==> src/tgr_pkg.sv <==
`timescale 1ns / 1ps
`default_nettype none
package tgr_pkg;

	localparam int COORD_BITS_DEF = 12;
	localparam int TIME_BITS_DEF = 32;
	localparam int PTR_W = 20;
	localparam int RES_W = 14;
	localparam int CFG_IDX_W = 3;
	localparam int CFG_DATA_W = 16;

	localparam logic [12:0] SCREEN_W_RST = 13'd1920;
	localparam logic [12:0] SCREEN_H_RST = 13'd1080;
	localparam logic [15:0] TAP_TIME_RST = 16'd180;
	localparam logic [7:0] TAP_RADIUS_RST = 8'd10;
	localparam logic [15:0] HOLD_TIME_RST = 16'd400;
	localparam logic [7:0] SCROLL_STEP_RST = 8'd40;
	localparam logic [9:0] SPEED_RST = 10'd307;

	typedef enum logic [2:0] {
		CFG_SCREEN_W = 3'd0,
		CFG_SCREEN_H = 3'd1,
		CFG_TAP_TIME = 3'd2,
		CFG_TAP_RADIUS = 3'd3,
		CFG_HOLD_TIME = 3'd4,
		CFG_SCROLL_STEP = 3'd5,
		CFG_SPEED = 3'd6
	} cfg_idx_t;

	typedef enum logic [1:0] {
		ACT_DOWN = 2'd0,
		ACT_MOVE = 2'd1,
		ACT_UP = 2'd2,
		ACT_TICK = 2'd3
	} action_t;

	typedef enum logic [2:0] {
		K_MOVE = 3'd0,
		K_PRESS = 3'd1,
		K_RELEASE = 3'd2,
		K_CLICK = 3'd3,
		K_SCROLL = 3'd4
	} kind_t;

	typedef enum logic [2:0] {
		G_IDLE = 3'd0,
		G_TRACKING = 3'd1,
		G_MOVING = 3'd2,
		G_DRAGGING = 3'd3,
		G_TWO = 3'd4
	} gesture_t;

	typedef enum logic [2:0] {
		ST_IDLE,
		ST_CALC,
		ST_EVAL,
		ST_DIV,
		ST_FIN
	} ctrl_state_t;

	typedef struct packed {
		logic load;
		logic calc;
		logic commit;
		logic div_step;
		logic fin;
	} cmd_t;

	typedef struct packed {
		logic need_div;
		logic emit;
		logic div_done;
		logic fin_emit;
	} sts_t;

endpackage
`default_nettype wire

==> src/tgr_ctrl.sv <==
`timescale 1ns / 1ps
`default_nettype none
module tgr_ctrl
	import tgr_pkg::*;
(
	input wire logic clk,
	input wire logic arst_n,
	input wire logic in_valid,
	output logic in_stall,
	output logic out_valid,
	input wire logic out_stall,
	input wire sts_t sts,
	output cmd_t cmd
);

	ctrl_state_t state_q, state_d;
	logic out_valid_q;
	logic out_free;
	logic emit_now;

	assign out_free = !out_valid_q || !out_stall;

	always_comb begin
		state_d = state_q;
		unique case (state_q)
			ST_IDLE: if (in_valid) state_d = ST_CALC;
			ST_CALC: state_d = ST_EVAL;
			ST_EVAL: begin
				if (out_free) state_d = sts.need_div ? ST_DIV : ST_IDLE;
			end
			ST_DIV: if (sts.div_done) state_d = ST_FIN;
			ST_FIN: if (out_free) state_d = ST_IDLE;
			default: state_d = ST_IDLE;
		endcase
	end

	always_comb begin
		cmd = '0;
		in_stall = 1'b1;
		emit_now = 1'b0;
		unique case (state_q)
			ST_IDLE: begin
				in_stall = 1'b0;
				cmd.load = in_valid;
			end
			ST_CALC: cmd.calc = 1'b1;
			ST_EVAL: begin
				cmd.commit = out_free;
				emit_now = out_free && sts.emit;
			end
			ST_DIV: cmd.div_step = !sts.div_done;
			ST_FIN: begin
				cmd.fin = out_free;
				emit_now = out_free && sts.fin_emit;
			end
			default: in_stall = 1'b1;
		endcase
	end

	always_ff @(posedge clk or negedge arst_n) begin
		if (!arst_n) begin
			state_q <= ST_IDLE;
			out_valid_q <= 1'b0;
		end else begin
			state_q <= state_d;
			if (emit_now) out_valid_q <= 1'b1;
			else if (!out_stall) out_valid_q <= 1'b0;
		end
	end

	assign out_valid = out_valid_q;

endmodule
`default_nettype wire

==> src/tgr_datapath.sv <==
`timescale 1ns / 1ps
`default_nettype none
module tgr_datapath
	import tgr_pkg::*;
#(
	parameter int COORD_BITS = COORD_BITS_DEF,
	parameter int TIME_BITS = TIME_BITS_DEF
) (
	input wire logic clk,
	input wire logic arst_n,
	input wire cmd_t cmd,
	output sts_t sts,
	input wire logic [1:0] action,
	input wire logic [3:0] slot,
	input wire logic [COORD_BITS-1:0] touch_x,
	input wire logic [COORD_BITS-1:0] touch_y,
	input wire logic [TIME_BITS-1:0] stamp_ms,
	input wire logic [15:0] elapsed_ms,
	input wire logic cfg_we,
	input wire logic [CFG_IDX_W-1:0] cfg_index,
	input wire logic [CFG_DATA_W-1:0] cfg_data,
	output logic [2:0] kind,
	output logic button,
	output logic [11:0] cursor_x,
	output logic [11:0] cursor_y,
	output logic signed [13:0] scroll_ticks
);

	localparam int CW = COORD_BITS;
	localparam int SQW = 2 * CW + 2;
	localparam int MW = CW + 12;
	localparam int SW = ((MW > PTR_W + 1) ? MW : PTR_W + 1) + 1;
	localparam int AW = CW + 3;
	localparam int CNT_W = $clog2(AW + 1);

	logic [12:0] scr_w_q, scr_h_q;
	logic [15:0] tap_time_q, hold_time_q;
	logic [7:0] tap_rad_q, step_q;
	logic [9:0] speed_q;

	logic [1:0] act_q;
	logic [3:0] slot_q;
	logic [CW-1:0] x_q, y_q;
	logic [TIME_BITS-1:0] stamp_q;
	logic [15:0] el_q;

	gesture_t gest_q;
	logic [CW-1:0] fdx_q, fdy_q, flx_q, fly_q, sly_q;
	logic [TIME_BITS-1:0] fdt_q;
	logic sec_q;
	logic signed [RES_W-1:0] res_q;
	logic [15:0] hold_q;
	logic [PTR_W-1:0] px_q, py_q;

	logic [SQW-1:0] sqx_s1, sqy_s1;
	logic signed [MW-1:0] mulx_s1, muly_s1;
	logic signed [AW-1:0] acc_s1;
	logic quick_s1;
	logic [15:0] rsq_s1;

	logic [AW-1:0] quo_q;
	logic [7:0] rem_q;
	logic neg_q;
	logic [CNT_W-1:0] cnt_q;

	kind_t kind_q;
	logic button_q;
	logic [11:0] cx_q, cy_q;
	logic signed [13:0] ticks_q;

	always_ff @(posedge clk or negedge arst_n) begin
		if (!arst_n) begin
			scr_w_q <= SCREEN_W_RST;
			scr_h_q <= SCREEN_H_RST;
			tap_time_q <= TAP_TIME_RST;
			tap_rad_q <= TAP_RADIUS_RST;
			hold_time_q <= HOLD_TIME_RST;
			step_q <= SCROLL_STEP_RST;
			speed_q <= SPEED_RST;
		end else if (cfg_we) begin
			unique case (cfg_index)
				CFG_SCREEN_W: scr_w_q <= cfg_data[12:0];
				CFG_SCREEN_H: scr_h_q <= cfg_data[12:0];
				CFG_TAP_TIME: tap_time_q <= cfg_data;
				CFG_TAP_RADIUS: tap_rad_q <= cfg_data[7:0];
				CFG_HOLD_TIME: hold_time_q <= cfg_data;
				CFG_SCROLL_STEP: step_q <= cfg_data[7:0];
				CFG_SPEED: speed_q <= cfg_data[9:0];
				default: ;
			endcase
		end
	end

	always_ff @(posedge clk) begin
		if (cmd.load) begin
			act_q <= action;
			slot_q <= slot;
			x_q <= touch_x;
			y_q <= touch_y;
			stamp_q <= stamp_ms;
			el_q <= elapsed_ms;
		end
	end

	logic [CW-1:0] bx, by;
	logic signed [CW:0] ddx, ddy, mdx, mdy;
	logic signed [SQW-1:0] sqx_c, sqy_c;
	logic [TIME_BITS-1:0] dt;

	always_comb begin
		bx = (act_q == ACT_TICK) ? flx_q : x_q;
		by = (act_q == ACT_TICK) ? fly_q : y_q;
		ddx = $signed({1'b0, fdx_q}) - $signed({1'b0, bx});
		ddy = $signed({1'b0, fdy_q}) - $signed({1'b0, by});
		mdx = $signed({1'b0, x_q}) - $signed({1'b0, flx_q});
		mdy = $signed({1'b0, y_q}) - $signed({1'b0, fly_q});
		sqx_c = SQW'(ddx * ddx);
		sqy_c = SQW'(ddy * ddy);
		dt = stamp_q - fdt_q;
	end

	always_ff @(posedge clk) begin
		if (cmd.calc) begin
			sqx_s1 <= $unsigned(sqx_c);
			sqy_s1 <= $unsigned(sqy_c);
			mulx_s1 <= MW'(mdx * $signed({1'b0, speed_q}));
			muly_s1 <= MW'(mdy * $signed({1'b0, speed_q}));
			acc_s1 <= AW'(res_q) + AW'($signed({1'b0, y_q})) - AW'($signed({1'b0, sly_q}));
			quick_s1 <= dt <= TIME_BITS'(tap_time_q);
			rsq_s1 <= tap_rad_q * tap_rad_q;
		end
	end

	function automatic logic [PTR_W-1:0] limit_of(input logic [12:0] size);
		logic [12:0] s;
		s = size;
		if (s == 13'd0) s = 13'd1;
		if (s > 13'd4096) s = 13'd4096;
		limit_of = PTR_W'({s - 13'd1, 8'd0});
	endfunction

	function automatic logic [PTR_W-1:0] move_ptr(input logic [PTR_W-1:0] p,
			input logic signed [MW-1:0] d, input logic [PTR_W-1:0] lim);
		logic signed [SW-1:0] v;
		v = SW'($signed({1'b0, p})) + SW'(d);
		if (v < 0) move_ptr = '0;
		else if (v > SW'($signed({1'b0, lim}))) move_ptr = lim;
		else move_ptr = v[PTR_W-1:0];
	endfunction

	logic [SQW:0] dsum;
	logic near;
	logic [16:0] hsum;
	logic [15:0] hsat;
	logic [PTR_W-1:0] nx, ny;
	logic [RES_W-1:0] res_mag;
	logic emit_c;
	kind_t ekind;
	logic ebutton;
	logic is_s0, is_s1;

	always_comb begin
		dsum = {1'b0, sqx_s1} + {1'b0, sqy_s1};
		near = dsum <= (SQW + 1)'(rsq_s1);
		hsum = {1'b0, hold_q} + {1'b0, el_q};
		hsat = hsum[16] ? 16'hFFFF : hsum[15:0];
		nx = move_ptr(px_q, mulx_s1, limit_of(scr_w_q));
		ny = move_ptr(py_q, muly_s1, limit_of(scr_h_q));
		res_mag = res_q[RES_W-1] ? $unsigned(-res_q) : $unsigned(res_q);
		is_s0 = slot_q == 4'd0;
		is_s1 = slot_q == 4'd1;
		emit_c = 1'b0;
		ekind = K_MOVE;
		ebutton = 1'b0;
		unique case (act_q)
			ACT_TICK: begin
				if (gest_q == G_TRACKING && near && hsat >= hold_time_q) begin
					emit_c = 1'b1;
					ekind = K_PRESS;
				end
			end
			ACT_MOVE: begin
				if (is_s0 && (gest_q == G_MOVING || gest_q == G_DRAGGING ||
						(gest_q == G_TRACKING && !near))) begin
					emit_c = 1'b1;
					ekind = K_MOVE;
				end
			end
			ACT_UP: begin
				if (is_s0) begin
					if (gest_q == G_TRACKING && quick_s1 && near) begin
						emit_c = 1'b1;
						ekind = K_CLICK;
					end else if (gest_q == G_DRAGGING) begin
						emit_c = 1'b1;
						ekind = K_RELEASE;
					end
				end else if (is_s1 && gest_q == G_TWO && quick_s1 &&
						res_mag < RES_W'(tap_rad_q)) begin
					emit_c = 1'b1;
					ekind = K_CLICK;
					ebutton = 1'b1;
				end
			end
			default: emit_c = 1'b0;
		endcase
	end

	assign sts.emit = emit_c;
	assign sts.need_div = act_q == ACT_MOVE && is_s1 && gest_q == G_TWO;
	assign sts.div_done = cnt_q == '0;
	assign sts.fin_emit = quo_q != '0;

	always_ff @(posedge clk or negedge arst_n) begin
		if (!arst_n) begin
			gest_q <= G_IDLE;
			fdx_q <= '0;
			fdy_q <= '0;
			fdt_q <= '0;
			flx_q <= '0;
			fly_q <= '0;
			sly_q <= '0;
			sec_q <= 1'b0;
			res_q <= '0;
			hold_q <= '0;
			px_q <= '0;
			py_q <= '0;
		end else if (cmd.commit) begin
			unique case (act_q)
				ACT_TICK: begin
					if (gest_q == G_TRACKING && near) begin
						if (hsat >= hold_time_q) begin
							gest_q <= G_DRAGGING;
							hold_q <= '0;
						end else begin
							hold_q <= hsat;
						end
					end else begin
						hold_q <= '0;
					end
				end
				ACT_DOWN: begin
					if (is_s0) begin
						fdx_q <= x_q;
						flx_q <= x_q;
						fdy_q <= y_q;
						fly_q <= y_q;
						fdt_q <= stamp_q;
						res_q <= '0;
						if (gest_q == G_IDLE) gest_q <= G_TRACKING;
					end else if (is_s1) begin
						sec_q <= 1'b1;
						sly_q <= y_q;
						res_q <= '0;
						gest_q <= G_TWO;
					end
				end
				ACT_MOVE: begin
					if (is_s0) begin
						if (emit_c) begin
							px_q <= nx;
							py_q <= ny;
							if (gest_q == G_TRACKING) gest_q <= G_MOVING;
						end
						flx_q <= x_q;
						fly_q <= y_q;
					end else if (is_s1) begin
						sly_q <= y_q;
					end
				end
				ACT_UP: begin
					if (is_s0) begin
						if (!sec_q) gest_q <= G_IDLE;
					end else if (is_s1) begin
						sec_q <= 1'b0;
						gest_q <= G_TRACKING;
					end
				end
				default: ;
			endcase
		end else if (cmd.fin) begin
			res_q <= neg_q ? -RES_W'($signed({1'b0, rem_q})) : RES_W'($signed({1'b0, rem_q}));
		end
	end

	logic [8:0] rsh;
	logic [7:0] divisor;
	logic take;

	always_comb begin
		divisor = (step_q == 8'd0) ? 8'd1 : step_q;
		rsh = {rem_q, quo_q[AW-1]};
		take = rsh >= {1'b0, divisor};
	end

	always_ff @(posedge clk or negedge arst_n) begin
		if (!arst_n) begin
			cnt_q <= '0;
		end else if (cmd.commit && sts.need_div) begin
			cnt_q <= CNT_W'(AW);
		end else if (cmd.div_step && cnt_q != '0) begin
			cnt_q <= cnt_q - 1'b1;
		end
	end

	always_ff @(posedge clk) begin
		if (cmd.commit && sts.need_div) begin
			neg_q <= acc_s1[AW-1];
			quo_q <= acc_s1[AW-1] ? $unsigned(-acc_s1) : $unsigned(acc_s1);
			rem_q <= '0;
		end else if (cmd.div_step && cnt_q != '0) begin
			rem_q <= take ? 8'(rsh - {1'b0, divisor}) : rsh[7:0];
			quo_q <= {quo_q[AW-2:0], take};
		end
	end

	always_ff @(posedge clk) begin
		if (cmd.commit && emit_c) begin
			kind_q <= ekind;
			button_q <= ebutton;
			cx_q <= (ekind == K_MOVE) ? nx[PTR_W-1:8] : px_q[PTR_W-1:8];
			cy_q <= (ekind == K_MOVE) ? ny[PTR_W-1:8] : py_q[PTR_W-1:8];
			ticks_q <= '0;
		end else if (cmd.fin && sts.fin_emit) begin
			kind_q <= K_SCROLL;
			button_q <= 1'b0;
			cx_q <= px_q[PTR_W-1:8];
			cy_q <= py_q[PTR_W-1:8];
			ticks_q <= neg_q ? $signed(quo_q[13:0]) : -$signed(quo_q[13:0]);
		end
	end

	assign kind = kind_q;
	assign button = button_q;
	assign cursor_x = cx_q;
	assign cursor_y = cy_q;
	assign scroll_ticks = ticks_q;

endmodule
`default_nettype wire

==> src/trackpad_gesture_recognizer.sv <==
// ST_IDLE takes a transaction, ST_CALC registers its squares and products and ST_EVAL
// commits it and registers its result; a second-finger move then goes through ST_DIV,
// the one-bit-a-cycle scroll divider, then ST_FIN. Each transaction is worked on alone;
// a new one is taken while the previous result still waits on the output.
// Reset: arst_n clears the gesture state, cursor and controller at once and loads the
// register defaults; the block is ready as soon as reset is released.
`timescale 1ns / 1ps
`default_nettype none
module trackpad_gesture_recognizer
	import tgr_pkg::*;
#(
	parameter int COORD_BITS = COORD_BITS_DEF,
	parameter int TIME_BITS = TIME_BITS_DEF
) (
	input wire logic clk,
	input wire logic arst_n,
	input wire logic in_valid,
	output logic in_stall,
	input wire logic [1:0] action,
	input wire logic [3:0] slot,
	input wire logic [COORD_BITS-1:0] touch_x,
	input wire logic [COORD_BITS-1:0] touch_y,
	input wire logic [TIME_BITS-1:0] stamp_ms,
	input wire logic [15:0] elapsed_ms,
	output logic out_valid,
	input wire logic out_stall,
	output logic [2:0] kind,
	output logic button,
	output logic [11:0] cursor_x,
	output logic [11:0] cursor_y,
	output logic signed [13:0] scroll_ticks,
	input wire logic cfg_valid,
	output logic cfg_ready,
	input wire logic [CFG_IDX_W-1:0] cfg_index,
	input wire logic [CFG_DATA_W-1:0] cfg_data
);

	cmd_t cmd;
	sts_t sts;

	assign cfg_ready = 1'b1;

	tgr_ctrl u_ctrl (
		.clk(clk),
		.arst_n(arst_n),
		.in_valid(in_valid),
		.in_stall(in_stall),
		.out_valid(out_valid),
		.out_stall(out_stall),
		.sts(sts),
		.cmd(cmd)
	);

	tgr_datapath #(
		.COORD_BITS(COORD_BITS),
		.TIME_BITS(TIME_BITS)
	) u_dp (
		.clk(clk),
		.arst_n(arst_n),
		.cmd(cmd),
		.sts(sts),
		.action(action),
		.slot(slot),
		.touch_x(touch_x),
		.touch_y(touch_y),
		.stamp_ms(stamp_ms),
		.elapsed_ms(elapsed_ms),
		.cfg_we(cfg_valid && cfg_ready),
		.cfg_index(cfg_index),
		.cfg_data(cfg_data),
		.kind(kind),
		.button(button),
		.cursor_x(cursor_x),
		.cursor_y(cursor_y),
		.scroll_ticks(scroll_ticks)
	);

endmodule
`default_nettype wire

==> config.mk <==
export PLATFORM = sky130hd
export DESIGN_NAME = trackpad_gesture_recognizer
export DESIGN_NICKNAME = d
export VERILOG_FILES = /design/src/tgr_pkg.sv /design/src/tgr_ctrl.sv /design/src/tgr_datapath.sv /design/src/trackpad_gesture_recognizer.sv
export SDC_FILE = /design/constraint.sdc
export NUM_CORES = 2
export LEC_CHECK = 0
export BUFFER_PORTS_ARGS = -buffer_cell sky130_fd_sc_hd__buf_2
export CAP_MARGIN = 20
export CORE_MARGIN = 1.5
export CORE_UTILIZATION = 25
export CTS_BUF_LIST = sky130_fd_sc_hd__clkbuf_4 sky130_fd_sc_hd__clkbuf_8
export CTS_CLUSTER_SIZE = 10
export DETAILED_ROUTE_END_ITERATION = 10
export PLACE_DENSITY_LB_ADDON = 0.25
export SYNTH_ARGS = -nofsm -noshare
export SYNTH_HDL_FRONTEND = slang
export SYNTH_HIERARCHICAL = 1
export SYNTH_SLANG_ARGS = --single-unit
==> constraint.sdc <==
create_clock -name clk -period 13.2 [get_ports clk]
set_input_delay 0 -clock clk [delete_from_list [all_inputs] [get_ports clk]]
set_output_delay 0 -clock clk [all_outputs]
set_load 0.02 [all_outputs]
==> metrics.txt <==
Final period util 78.3%; first-pass GRT wire length 231000 um; Least-Margin Pin Slew 1140 ps; Synth area leader fa_1; Die X 468 um; Hold WS 123 ps; H-tree depth reported by CTS 3; final-report max-slew violation count 0; CP peak stage delay 630 ps; initial antenna violation count 9; Clock Skew 96.1 ps; Final Hold Fails 0; Netlist cell types 90; Final Setup Violations 0; leading cell types by count after synthesis inv_1, fa_1, nand2_1, ha_1, nor2_1; Port Buffer Count 145; Max-Cap Viols 0; vias in the first global route 41000; cell row count 170; DRT Wirelength 143000 um; worst hold path type in2reg; Tmin final 10340 ps; Root Buffer clkbuf_8; slowest CP cell nor2_1; Fmax 96.8 MHz; IO Count 147; share of the synthesized area in the top cell type 21.4%; aggregate global-route resource usage 13.3%; Mapped Nets 6831; outcome finished, final reports clean; Pre-Repair DR Iteration Count 5; TNS Setup 0 ps; starting DRC count in detailed routing 1898; synthesized cell area 0.0540 mm^2; largest net degree at the start of global routing 91; CP top delay family adder cells; Post-synth EDFFs 251; Core Region 0.215 mm^2; post-route ant nets 0; CP Launch Type flip-flop; routed vias 39300; Synth Register Bits 530; Worst Path Required 13750 ps; clock-pin slew on the worst setup and hold paths 60 ps; GRT overflow 0; fraction of registers with async set/reset 48.5%; vias per cell 4.42; layout overhead on the synthesized area 15.5%; critical path fanouts, max 27; Synth warnings 6; CP bufs+invs 4; Area contributors post-synth fa_1, edfxtp_1, ha_1; post-route setup slack 2860 ps; Num CTS Buffers 101; Syn Inst Count 5606; RSZ-0062 raised after global routing false; DP Worst Slack 2960 ps; Worst setup EP type flip-flop; share of layout cells above drive strength 1 9.08%; CP Class reg2reg; Initial Util 25.1%; Relative slew margins 23.5%; Post CTS Setup Buffer Count 0; clk_lat worst skew 860 ps; main flop type after synthesis edfxtp_1; Final Wtd Congestion 0.812; sequential fraction of the synthesis area 26.8%; DPL Wire Length 113000 um; Finished Core Util 29.0%; Final nets 7184; Die Area 0.219 mm^2; critical path arrival 10880 ps; CTS tree done; # clock sinks 530; most frequent cell after synthesis inv_1; Most common cell on crit path fa_1; Remaining DRCs 0; die height 468 um; DR WL/cell 16.1 um; Clock Path Buffers 3; syn avg cell area 9.63 um^2
[worst register-to-register path: cells and delay by family, from the launching register on]
kind / cells / cell delay [ps]
fa+ha+maj: 9 / 3880
compound gates: 11 / 2000
mux: 1 / 450
simple gates: 7 / 2010
xor+xnor: 1 / 120
buf+inv: 4 / 980
flops: 1 / 610
[cells by family (layout without fill, tap and decap cells)]
family / Yosys count / in the layout / synth area share [%]
multiplexers: 130 / 130 / 2.63
other: 1 / 5 / 0.00695
AND/OR/NAND/NOR: 1538 / 1538 / 13.5
AO/OA/AOI/OAI: 942 / 942 / 11.1
flip-flops: 530 / 530 / 26.8
XOR/XNOR: 275 / 275 / 4.46
buffers and inverters: 1067 / 1507 / 7.46
adder cells (fa/ha/maj): 1123 / 1123 / 34.0
[state kept, by name (all words and copies together) (netlist names), 16 cells and up]
name,flops
u_dp/fdt_q,32
u_dp/stamp_q,32
u_dp/sqx_s1,25
u_dp/sqy_s1,25
u_dp/mulx_s1,24
u_dp/muly_s1,24
u_dp/px_q,20
u_dp/py_q,20
u_dp/el_q,16
u_dp/hold_q,16
u_dp/hold_time_q,16
u_dp/tap_time_q,16
[worst paths after layout]
check                                    end  slack [ps]           from  cells after the start
setup / recovery             u_dp/sqx_s1[25]        2860  u_dp/act_q[1]                     33
hold / removal              u_ctrl/out_valid         120      out_stall                      4
setup reg to reg             u_dp/sqx_s1[25]        2860  u_dp/act_q[1]                     33
hold reg to reg                 u_dp/px_q[3]         470   u_dp/px_q[3]                      2
max in group asynchronous      u_dp/px_q[18]       11710         arst_n                      4
min in group asynchronous  u_dp/tap_rad_q[3]         390         arst_n                      3
[stage by stage]
| stage | instance area (um^2) | cells |
|---|---|---|
| 4_1_cts | 62300 | 8880 |
| 6_report | 62300 | 8888 |
| 2_1_floorplan | 54000 | 5606 |
| 5_1_grt | 62300 | 8885 |
| 3_3_place_gp | 58100 | 8496 |
| 3_5_place_dp | 58100 | 8497 |
[timing repair]
action	CTS	global route
resized for setup	0	0
hold endpoints to repair	368	0
setup endpoints to repair	0	0
hold buffers	193	0
[layout make-up]
class                      instances  area (um^2)
clock inverter                    54          490
clock buffer                     136         1720
multi-input combinational       4009        35600
sequential                       530        14400
antenna                            4         10.0
tap                             2838         3550
inverter                         930         3490
fill                           22600       152000
timing repair buffer             387         3060
[cells in the final DEF, fill, tap and decap left out, types with 25 or more instances in the layout]
cell type / count
mux2_2: 93
nand2b_1: 64
clkbuf_4: 25
nor3_1: 75
a21boi_0: 36
o21a_1: 42
buf_2: 144
o21bai_1: 32
inv_1: 917
clkinv_1: 32
nand3_1: 64
or3_1: 46
nand2_1: 559
and2_1: 161
edfxtp_1: 251
nor2_1: 344
dfrtp_1: 233
o21ai_0: 288
xor2_1: 81
nand4_1: 25
a21o_1: 77
mux2i_1: 37
a21oi_1: 210
dlygate4sd3_1: 192
or2_2: 30
clkbuf_8: 111
buf_4: 48
nor2b_1: 72
fa_1: 576
a31oi_1: 28
a211oi_1: 34
ha_1: 547
o211ai_1: 40
xnor2_1: 194
[routing by layer]
metal	wire length, um	track usage [%]	up-vias
met3	4310	1.37	138
met5	0	0	-
met2	68300	22.5	545
met1	67800	18.0	19300
met4	2760	3.46	0
li1	-	-	19300
Power is not shown: default switching activity piles up to over one toggle a cycle in this logic, so the estimate is an artifact.
